===== src/rtl/core/sddu_ram.sv =====
`default_nettype none
module sddu_ram #(
	parameter int WIDTH = 8,
	parameter int DEPTH = 64
) (
	input  wire logic                     clk,
	input  wire logic                     we,
	input  wire logic [$clog2(DEPTH)-1:0] waddr,
	input  wire logic [WIDTH-1:0]         wdata,
	input  wire logic [$clog2(DEPTH)-1:0] raddr,
	output logic      [WIDTH-1:0]         rdata
);
	logic [WIDTH-1:0] mem [DEPTH];

	always_ff @(posedge clk) begin
		if (we) begin
			mem[waddr] <= wdata;
		end
		rdata <= mem[raddr];
	end
endmodule
`default_nettype wire


===== config.mk =====
export PLATFORM = sky130hd
export DESIGN_NAME = sddu_ram
export DESIGN_NICKNAME = d
export VERILOG_FILES = /design/src/rtl/core/sddu_ram.sv
export SDC_FILE = /design/constraint.sdc
export NUM_CORES = 1
export LEC_CHECK = 0
export BUFFER_PORTS_ARGS = -buffer_cell sky130_fd_sc_hd__clkbuf_2
export CAP_MARGIN = 10
export CORE_ASPECT_RATIO = 2
export CORE_MARGIN = 10
export CORE_UTILIZATION = 60
export CTS_CLUSTER_DIAMETER = 40
export DETAILED_ROUTE_END_ITERATION = 16
export GPL_ROUTABILITY_DRIVEN = 0
export PLACE_DENSITY = 0.83
export REMOVE_ABC_BUFFERS = 1
export SYNTH_ARGS = -nofsm -noshare
export SYNTH_HDL_FRONTEND = slang
export SYNTH_SLANG_ARGS = --single-unit

===== constraint.sdc =====
create_clock -name clk -period 2.6 [get_ports clk]
set_clock_uncertainty 0.1 [all_clocks]
set_input_delay 0.65 -clock clk [delete_from_list [all_inputs] [get_ports clk]]
set_output_delay 0.65 -clock clk [all_outputs]
set_load 0.05 [all_outputs]

# Word level (Yosys, flattened, before mapping)
# Memories as Yosys holds them, arrays and structs flattened. A register that Yosys moved wholly into a read port is not among the register bits.
# Cells that the tools add are included.
# totals
in_bits	22
word_cells	3
output_inout_bits	8
mem_bits_rw	512
regBits	0
n_memories	1
# op_classes
mux	2
# mem_list
memory	words	word_bits	rd	rd_clocked_by_memory_dff	write_ports	line_no	rtl
mem	64	8	1	1	1	13	logic [WIDTH-1:0] mem [DEPTH];
# ops
operator	count
two-way mux 1 bit	2

# Longest topological paths before layout
# Gate-level depths: netlist of the first run.
# logic_depth
word_depth	2
ltp_mapped	9
depth_no_buf	5

# Worst setup path after synthesis of the first run
# No wires, ideal clock.
# synth_timing
path_kind	input to register
startpoint	input port raddr[1]
endpoint	register rdata[3], read port of mem
stages	7
setup_ns	0.128
arrival_time_ns	2.190
required_time_ns	2.372
path_slack_ns	0.182
path_buffers	3
cell_sequence	buf_4 buf_2 buf_2 mux4_2 mux4_2 o21ai_1 o41ai_1
# synth_rtl
item	line_no	rtl
start, declared	10	input wire logic [$clog2(DEPTH)-1:0] raddr,
end, declared	11	output logic [WIDTH-1:0] rdata

==> flow_metrics.py, run 1 <==
metrics = {
    "placed_design": {
        "numPortBuffers": 29,
        "postPlaceCellArea_mm2": 0.0218,
        "dp_slack_ns": -0.500,
        "dp_hpwl_um": 30600,
        "placed_cells": 1490,
    },
    "cts": {
        "cts_root_buffer": "clkbuf_16",
        "cts_tree": "done",
        "clockBufferDepth": 3,
        "clk_latency_ns": 0.56,
        "post_cts_buffers": 0,
        "cts-htree-levels": 2,
        "clk_pin_slew_worst_paths_ns": 0.08,
        "cts_sinks": 520,
        "numCtsBuffers": 41,
    },
    "timing": {
        "whs_ns": 0.279,
        "hold_viol_final": 0,
        "layout_setup_ws_ns": 0.0740,
        "period_minus_slack_ns": 2.53,
        "grt_setup_unrepaired": "false",
        "finalCritPeriodShare_pct": 97.2,
        "fmax_mhz": 396,
        "maxSlewHeadroom_pct": 34.5,
        "finalMaxSlewViolations": 0,
        "setup_violations": 0,
        "worst_slew_pin_slew_ns": 0.983,
    },
    "grt": {
        "overflow": 0,
        "antenna_found_initial": 0,
        "track_usage_pct": 23.3,
        "grtUsageMet3_pct": 3.42,
        "met1_usage_pct": 25.4,
        "grt_pass1_wl_um": 70800,
        "use_met2_pct": 41.9,
        "grt_pass1_vias": 10900,
        "top_usage_layer": "met2",
        "grt_max_degree": 65,
    },
    "yosys": {
        "syn_inst": 940,
        "yosys_warnings": 0,
        "synth_largest_area_cell": "edfxtp_1",
        "yosys_most_used_dff": "edfxtp_1",
        "avgSynthCellArea_um2": 21.5,
        "synth_edf_count": 512,
        "synth_top_area_share_pct": 76.2,
        "synthTopCellsByArea": "edfxtp_1, mux4_2, nor2_1",
        "ys_types": 40,
        "synthArstFlopShare_pct": 0,
        "yosysSeqAreaShare_pct": 77.0,
        "synth_area_mm2": 0.0202,
        "synth_seq_cells": 520,
    },
    "min_path": {
        "min_path_type": "primary input to flop",
    },
    "floorplanning": {
        "num_io_pins": 30,
        "die-area_mm2": 0.0418,
        "die_h_um": 279,
        "core_area_mm2": 0.0330,
        "core.rowCount": 94,
        "initial_core_util_pct": 61.0,
        "fp.dieW_um": 150,
    },
    "cells_and_area": {
        "postLayoutCoreUtil_pct": 70.0,
        "drive_gt1_share_pct": 33.2,
        "antennaDiodeCount": 0,
        "layout.area.seq_mm2": 0.0155,
        "nNetsFinal": 1123,
        "multiInputGateArea_mm2": 0.00432,
        "final_area_mm2": 0.0231,
        "fin_cells": 1566,
        "area_growth_pct": 14.7,
        "fillers": 1838,
    },
    "drt": {
        "routedWlPerCell_um": 30.6,
        "drt_pass1_iterations": 5,
        "drc": 0,
        "totalWireLength_um": 47900,
        "vias": 10300,
        "via_per_inst": 6.59,
        "drt_iter0_markers": 1320,
        "ant_nets": 0,
    },
    "status": {
        "status": "finished, final reports clean",
    },
    "power_and_ir_drop": {
        "ir_drop_mv": 0.602,
        "power_leakage_uw": 0.00752,
        "p_per_area_mw_per_mm2": 723,
    },
    "critical_path": {
        "end_kind": "flop",
        "path_class": "primary input to flop",
        "crit_fanout": 14,
        "startpoint_type": "primary input",
        "required_ns": 2.90,
        "worstPathArrival_ns": 2.82,
    },
    "flow_run": {
        "maxCapViolCount": 0,
    },
}
## final timing paths
| kind | start | to | slack, ns | cells past startpoint |
|---|---|---|---|---|
| worst max-delay path | raddr[0] | rdata[1] | 0.07 | 8 |
| worst min register to register | mem[26][4] | rdata[4] | 0.74 | 3 |
| worst min-delay path | wdata[3] | mem[18][3] | 0.28 | 1 |
| worst max register to register | mem[46][1] | rdata[1] | 0.39 | 4 |
## worst max-delay path: stages
cell and delay, ns:
clkbuf_8 0.25, buf_4 0.23, buf_4 0.25, buf_4 0.21
mux2i_1 0.27, a22oi_1 0.16, a221oi_2 0.62, o2bb2ai_1 0.17
## cell type report
class	count	share of cell area [%]
Clock inverter	25	1.17
Timing Repair Buffer	169	5.88
Tap cell	432	2.34
Sequential cell	520	67.1
Clock buffer	51	4.78
Multi-Input combinational cell	369	18.7
## cells by family after synthesis
kind of cell           count (synthesis)  synth area share, %
and+or+nand+nor                      153                 3.39
muxes                                162                 15.9
AOI/OAI and AO/OA                     54                 2.07
DFF                                  520                 77.0
buffers and inverters                 51                 1.57
## sequential cells by signal (all words and copies together) (netlist names)
signal	cells
mem	512
rdata	8
## placed cells by master, fill, tap and decap left out, drive strengths merged, types with 7 or more instances in the layout
cell type / count
o22ai: 8
edfxtp: 512
mux2i: 23
nor2b: 14
dfxtp: 8
nand2b: 7
nor3: 7
mux4: 126
nor2: 83
nand3: 13
clkbuf: 78
nand2: 19
mux2: 13
o221ai: 8
buf: 142
clkinv: 12
## cells in the mapped netlist, types with 11 or more instances
cell type    n
nand2_1     19
nor2_1      83
mux2i_1     23
edfxtp_1   512
nand3_1     13
nor2b_1     14
mux2_2      13
buf_4       13
mux4_2     126
buf_2       11
clkbuf_1    17
## timing repair
item,4_1_cts,5_1_grt
endpoints found under the setup margin,1,0
hold buffers,0,0
gates resized for setup,1,0
## power breakdown
| group | total [µW] | leakage (µW) | switching (µW) | internal, µW |
|---|---|---|---|---|
| combinational | 1020 | 0.00218 | 623 | 397 |
| clock | 6420 | 0.000664 | 2930 | 3490 |
| sequential | 9290 | 0.00467 | 26.2 | 9270 |
| total | 16700 | 0.00752 | 3580 | 13200 |
## through the flow
stage | setup TNS [ns] | power (µW)
6_report | 0 | 16700
5_1_grt | 0 | 17100
4_1_cts | 0 | 16800
3_5_place_dp | -2.09 | 10500
3_3_place_gp | -1.55 | 10400
2_1_floorplan | 0 | 9890
## per-layer routing
metal	part of all wire, %	vias to the layer above
li1	-	4231
met1	31	5314
met2	56	622
met3	7.1	154
met4	5.9	0
met5	0	-
Power figures use the tool's default switching activity.
==> inputs of run 2 (changes only) <==
--- a/config.mk
+++ b/config.mk
@@ -7,13 +7,15 @@
 export LEC_CHECK = 0
 export BUFFER_PORTS_ARGS = -buffer_cell sky130_fd_sc_hd__clkbuf_2
 export CAP_MARGIN = 10
+export CELL_PAD_IN_SITES_DETAIL_PLACEMENT = 0
+export CELL_PAD_IN_SITES_GLOBAL_PLACEMENT = 1
 export CORE_ASPECT_RATIO = 2
 export CORE_MARGIN = 10
-export CORE_UTILIZATION = 60
+export CORE_UTILIZATION = 50
 export CTS_CLUSTER_DIAMETER = 40
 export DETAILED_ROUTE_END_ITERATION = 16
 export GPL_ROUTABILITY_DRIVEN = 0
-export PLACE_DENSITY = 0.83
+export PLACE_DENSITY = 0.82
 export REMOVE_ABC_BUFFERS = 1
 export SYNTH_ARGS = -nofsm -noshare
 export SYNTH_HDL_FRONTEND = slang
==> constraint.sdc (replaced) <==
create_clock -name clk -period 2.2 [get_ports clk]
set_clock_uncertainty 0.1 [all_clocks]
set_input_delay 0.55 -clock clk [delete_from_list [all_inputs] [get_ports clk]]
set_output_delay 0.55 -clock clk [all_outputs]
set_load 0.05 [all_outputs]
==> run 2 against run 1 <==
Net effect: clock-buffer cell count fell by 3; core utilization fell by 12 points; via count fell by 2.6%; largest cell class unchanged; design area rose by 1.1%; first-iteration DRC count fell by 21%; cell count rose by 7.3%; wire length barely moved; sequential power rose by 18%; sequential cell count did not move; register-to-register slack got worse by 0.30 ns; hold slack improved by 0.20 ns.
==> flow_metrics.py, run 2 (synthesized netlist as in run 1, its figures left out) <==
metrics = {
    "placed_design": {
        "numPortBuffers": 29,
        "dp_slack_ns": -0.631,
        "placed_cells": 1609,
        "dp_hpwl_um": 32100,
    },
    "critical_path": {
        "r2r_start": "mem[28][4]",
        "worstPathArrival_ns": 2.46,
        "cpMostUsedCell": "mux4_2",
        "crit_fanout": 19,
        "end_kind": "flop",
        "path_class": "primary input to flop",
        "cp_cell_sequence": "clkbuf_8 -> buf_12 -> mux4_2 -> mux4_2 -> nor2_1 -> nor3_1 -> o2bb2ai_1",
        "required_ns": 2.54,
        "crit_path_start": "raddr[0]",
        "startpoint_type": "primary input",
        "max_stage_delay_ns": 0.54,
        "r2r_cells": 6,
        "crit_slowest_cell": "mux4_2",
        "reg2reg_slack_ns": 0.09,
        "worstReg2RegEnd": "rdata[4]",
    },
    "min_path": {
        "hold_end": "rdata[1]",
        "min_path_type": "primary input to flop",
        "min_path_cells": 4,
        "hold_path_startpoint": "raddr[5]",
    },
    "flow_run": {
        "maxCapViolCount": 0,
    },
    "drt": {
        "drt_iter0_markers": 1038,
        "drc": 0,
        "routedWlPerCell_um": 28.5,
        "drt_pass1_iterations": 5,
        "ant_nets": 0,
        "vias": 10100,
        "totalWireLength_um": 47900,
        "via_per_inst": 5.98,
    },
    "floorplanning": {
        "fp.dieW_um": 162,
        "die-area_mm2": 0.0493,
        "core.rowCount": 104,
        "core_area_mm2": 0.0401,
        "die_h_um": 304,
        "num_io_pins": 30,
        "initial_core_util_pct": 50.3,
    },
    "timing": {
        "fmax_mhz": 471,
        "whs_ns": 0.484,
        "hold_viol_final": 0,
        "finalCritPeriodShare_pct": 96.4,
        "period_minus_slack_ns": 2.12,
        "finalMaxSlewViolations": 0,
        "layout_setup_ws_ns": 0.0790,
        "maxSlewHeadroom_pct": 49.1,
        "setup_violations": 0,
        "worst_slew_pin_slew_ns": 0.763,
        "grt_setup_unrepaired": "false",
        "fin_setup_tns_ns": 0,
    },
    "cells_and_area": {
        "antennaDiodeCount": 0,
        "fillers": 2928,
        "final_common_cell": "edfxtp_1",
        "fin_cells": 1680,
        "drive_gt1_share_pct": 34.6,
        "nNetsFinal": 1143,
        "largest_register_ffs": 512,
        "top_register": "mem",
        "area_growth_pct": 16.0,
        "final_cell_mix": "edfxtp_1, buf_4, mux4_2",
        "top_regs": "mem (512), rdata (8)",
    },
    "cts": {
        "clk_latency_ns": 0.57,
        "clk_pin_slew_worst_paths_ns": 0.07,
        "clockBufferDepth": 3,
        "numCtsBuffers": 40,
        "cts_tree": "done",
        "cts-htree-levels": 2,
        "cts_sinks": 520,
        "cts_root_buffer": "clkbuf_16",
        "post_cts_buffers": 0,
        "hold_buffers": 0,
    },
    "grt": {
        "antenna_found_initial": 1,
        "grt_pass1_vias": 10900,
        "track_usage_pct": 19.7,
        "grt_max_degree": 65,
        "grt_pass1_wl_um": 71100,
        "overflow": 0,
    },
    "power_and_ir_drop": {
        "total_power_uw": 19500,
        "p_per_area_mw_per_mm2": 833,
        "power_leakage_uw": 0.00759,
        "ir_drop_mv": 0.647,
    },
    "status": {
        "status": "finished, final reports clean",
    },
}
run 2: report_power, final:
part           internal (µW)  switching, µW  leakage [µW]  total [µW]
Clock                   3940           3310      0.000630        7250
Combinational            489            743       0.00229        1230
Sequential             11000           40.5       0.00467       11000
run 2: through the flow:
stage	util [%]	cell area, µm²
after floorplan	-	19900
after global placement	55.0	22100
after detailed placement	55.0	22100
after CTS	58.3	23400
after global routing	58.4	23400
final	58.4	23400
run 2: area by class of cell:
cell class	count	area [µm²]	area share (%)
flip-flops and latches	520	15500	66.4
well taps	530	663	2.84
multi-input cells	369	4360	18.6
clock buffers	48	1060	4.54
repair buffers	190	1540	6.60
clock inverters	23	224	0.958
run 2: worst max-delay path: cells and delay by family:
family,cells,cell delay (ns)
AOI/OAI and AO/OA,1,0.13
muxes,2,1.04
and+or+nand+nor,2,0.29
buffers and inverters,2,0.43
run 2: routing by layer:
layer  GRT usage, %  up-vias  part of all wire, %
met2           36.4      391                   56
met4           12.8        0                  7.3
met1           20.2     5259                   32
met5              0        -                    0
li1               -     4266                    -
met3           2.52      138                  5.1
run 2: repair_timing:
action | CTS | global route
setup endpoints to repair | 3 | 3
gates cloned | 0 | 0
resized for setup | 4 | 4
run 2: worst max-delay path by stage:
stage | endpoint | slack [ns] | cells after the start
2_1_floorplan | rdata[4] | 0.19 | 5
3_3_place_gp | rdata[0] | -0.63 | 7
4_1_cts | rdata[3] | 0.02 | 8
5_1_grt | rdata[4] | 0.02 | 6
6_report | rdata[2] | 0.08 | 7
3_5_place_dp | rdata[0] | -0.63 | 7
==> inputs of run 3 (changes only) <==
--- a/config.mk
+++ b/config.mk
@@ -11,11 +11,11 @@
 export CELL_PAD_IN_SITES_GLOBAL_PLACEMENT = 1
 export CORE_ASPECT_RATIO = 2
 export CORE_MARGIN = 10
-export CORE_UTILIZATION = 50
+export CORE_UTILIZATION = 35
 export CTS_CLUSTER_DIAMETER = 40
 export DETAILED_ROUTE_END_ITERATION = 16
 export GPL_ROUTABILITY_DRIVEN = 0
-export PLACE_DENSITY = 0.82
+export PLACE_DENSITY = 0.63
 export REMOVE_ABC_BUFFERS = 1
 export SYNTH_ARGS = -nofsm -noshare
 export SYNTH_HDL_FRONTEND = slang
==> run 3 against run 2 <==
Net effect: first-iteration DRC count down 29%; via count down 3.0%; fmax down 0.19%; critical path type unchanged.
==> flow_metrics.py, run 3 (synthesized netlist as in run 1, its figures left out) <==
metrics = {
    "status": {
        "status": "finished, final reports clean",
    },
    "min_path": {
        "hold_path_startpoint": "raddr[5]",
        "min_path_type": "primary input to flop",
    },
    "cts": {
        "cts_root_buffer": "clkbuf_16",
        "cts-htree-levels": 2,
        "cts_sinks": 520,
        "clk_pin_slew_worst_paths_ns": 0.07,
        "cts_tree": "done",
        "numCtsBuffers": 42,
        "hold_buffers": 0,
        "clk_latency_ns": 0.56,
        "clockBufferDepth": 3,
    },
    "timing": {
        "worst_slew_pin_slew_ns": 0.767,
        "whs_ns": 0.304,
        "setup_violations": 0,
        "fmax_mhz": 471,
        "finalMaxSlewViolations": 0,
        "grt_setup_unrepaired": "false",
        "period_minus_slack_ns": 2.13,
        "fin_setup_tns_ns": 0,
        "hold_viol_final": 0,
        "finalCritPeriodShare_pct": 96.6,
        "maxSlewHeadroom_pct": 48.9,
    },
    "critical_path": {
        "crit_path_start": "raddr[0]",
        "end_kind": "flop",
        "worstPathArrival_ns": 2.47,
        "required_ns": 2.55,
        "startpoint_type": "primary input",
        "crit_fanout": 23,
        "path_class": "primary input to flop",
        "r2r_start": "mem[21][6]",
    },
    "cells_and_area": {
        "fin_cells": 1923,
        "final_cell_mix": "edfxtp_1, buf_4, mux4_2",
        "top_regs": "mem (512), rdata (8)",
        "drive_gt1_share_pct": 34.9,
        "final_area_mm2": 0.0238,
        "layout.area.seq_mm2": 0.0155,
        "nNetsFinal": 1158,
        "fillers": 5074,
        "multiInputGateArea_mm2": 0.00432,
        "top_register": "mem",
        "area_growth_pct": 18.1,
        "largest_register_ffs": 512,
        "postLayoutCoreUtil_pct": 41.7,
        "antennaDiodeCount": 0,
        "final_common_cell": "edfxtp_1",
    },
    "drt": {
        "via_per_inst": 5.07,
        "vias": 9748,
        "drt_iter0_markers": 733,
        "ant_nets": 0,
        "routedWlPerCell_um": 25.8,
        "totalWireLength_um": 49700,
        "drc": 0,
        "drt_pass1_iterations": 4,
    },
    "power_and_ir_drop": {
        "p_seq_share_pct": 55.2,
        "power_leakage_uw": 0.00769,
        "switching_share_pct": 20.9,
        "ir_drop_mv": 0.441,
        "p_int_uw": 15800,
        "clkPwrFrac_pct": 38.6,
        "p_per_area_mw_per_mm2": 837,
        "pwr-share-comb_pct": 6.2,
        "p_switching_uw": 4170,
    },
    "grt": {
        "grt_max_degree": 65,
        "overflow": 0,
        "grt_pass1_wl_um": 72600,
        "antenna_found_initial": 2,
        "track_usage_pct": 14.6,
        "grt_pass1_vias": 10600,
    },
    "flow_run": {
        "maxCapViolCount": 0,
    },
    "floorplanning": {
        "core.rowCount": 124,
        "initial_core_util_pct": 35.3,
        "die-area_mm2": 0.0682,
        "die_h_um": 359,
        "num_io_pins": 30,
        "fp.dieW_um": 190,
        "core_area_mm2": 0.0571,
    },
    "placed_design": {
        "numPortBuffers": 29,
        "postPlaceCellArea_mm2": 0.0224,
        "placed_cells": 1848,
        "dp_hpwl_um": 34700,
    },
}
-- run 3: worst paths after layout --
path | end | slack [ns] | cells after the start
worst max-delay path | rdata[0] | 0.07 | 7
worst min-delay path | rdata[1] | 0.30 | 3
worst max register to register | rdata[6] | 0.10 | 5
worst min register to register | rdata[4] | 0.75 | 3
-- run 3: stage by stage --
step | power (µW) | worst slack (ns)
floorplan | 11700 | 0.189
global placement | 12500 | -0.652
detailed placement | 12500 | -0.660
CTS | 20200 | 0.0316
global route | 20600 | 0.0292
finish | 19900 | 0.0749
-- run 3: power groups by stage --
stage / logic (µW) / clock network [µW] / registers, µW
6_report: 1240 / 7700 / 11000
3_5_place_dp: 1260 / 0 / 11200
3_3_place_gp: 1250 / 0 / 11200
2_1_floorplan: 425 / 0 / 11300
4_1_cts: 1270 / 7890 / 11000
5_1_grt: 1320 / 8250 / 11000
-- run 3: final cells by class --
class	count	share of cell area, %
well taps	756	3.97
repair buffers	203	6.83
flip-flops and latches	520	65.2
clock buffers	51	4.82
multi-input cells	369	18.2
clock inverters	24	1.02
-- run 3: critical path: stages --
cell,delay (ns)
buf_8,0.19
buf_16,0.24
mux4_2,0.55
mux4_2,0.49
nor2_1,0.18
nor3_1,0.09
o2bb2ai_1,0.13
-- run 3: per-layer routing --
| metal | routed length [µm] | up-vias | track usage [%] |
|---|---|---|---|
| li1 | - | 4304 | - |
| met1 | 16500 | 5186 | 14.0 |
| met2 | 29400 | 165 | 29.1 |
| met3 | 1310 | 89 | 1.73 |
| met4 | 2400 | 4 | 7.26 |
| met5 | 27 | - | 0 |
-- run 3: timing repair --
item / CTS / global route
endpoints found under the setup margin: 2 / 2
pin swaps: 0 / 0
setup buffers: 0 / 0
gates cloned: 0 / 0
resized for setup: 2 / 3
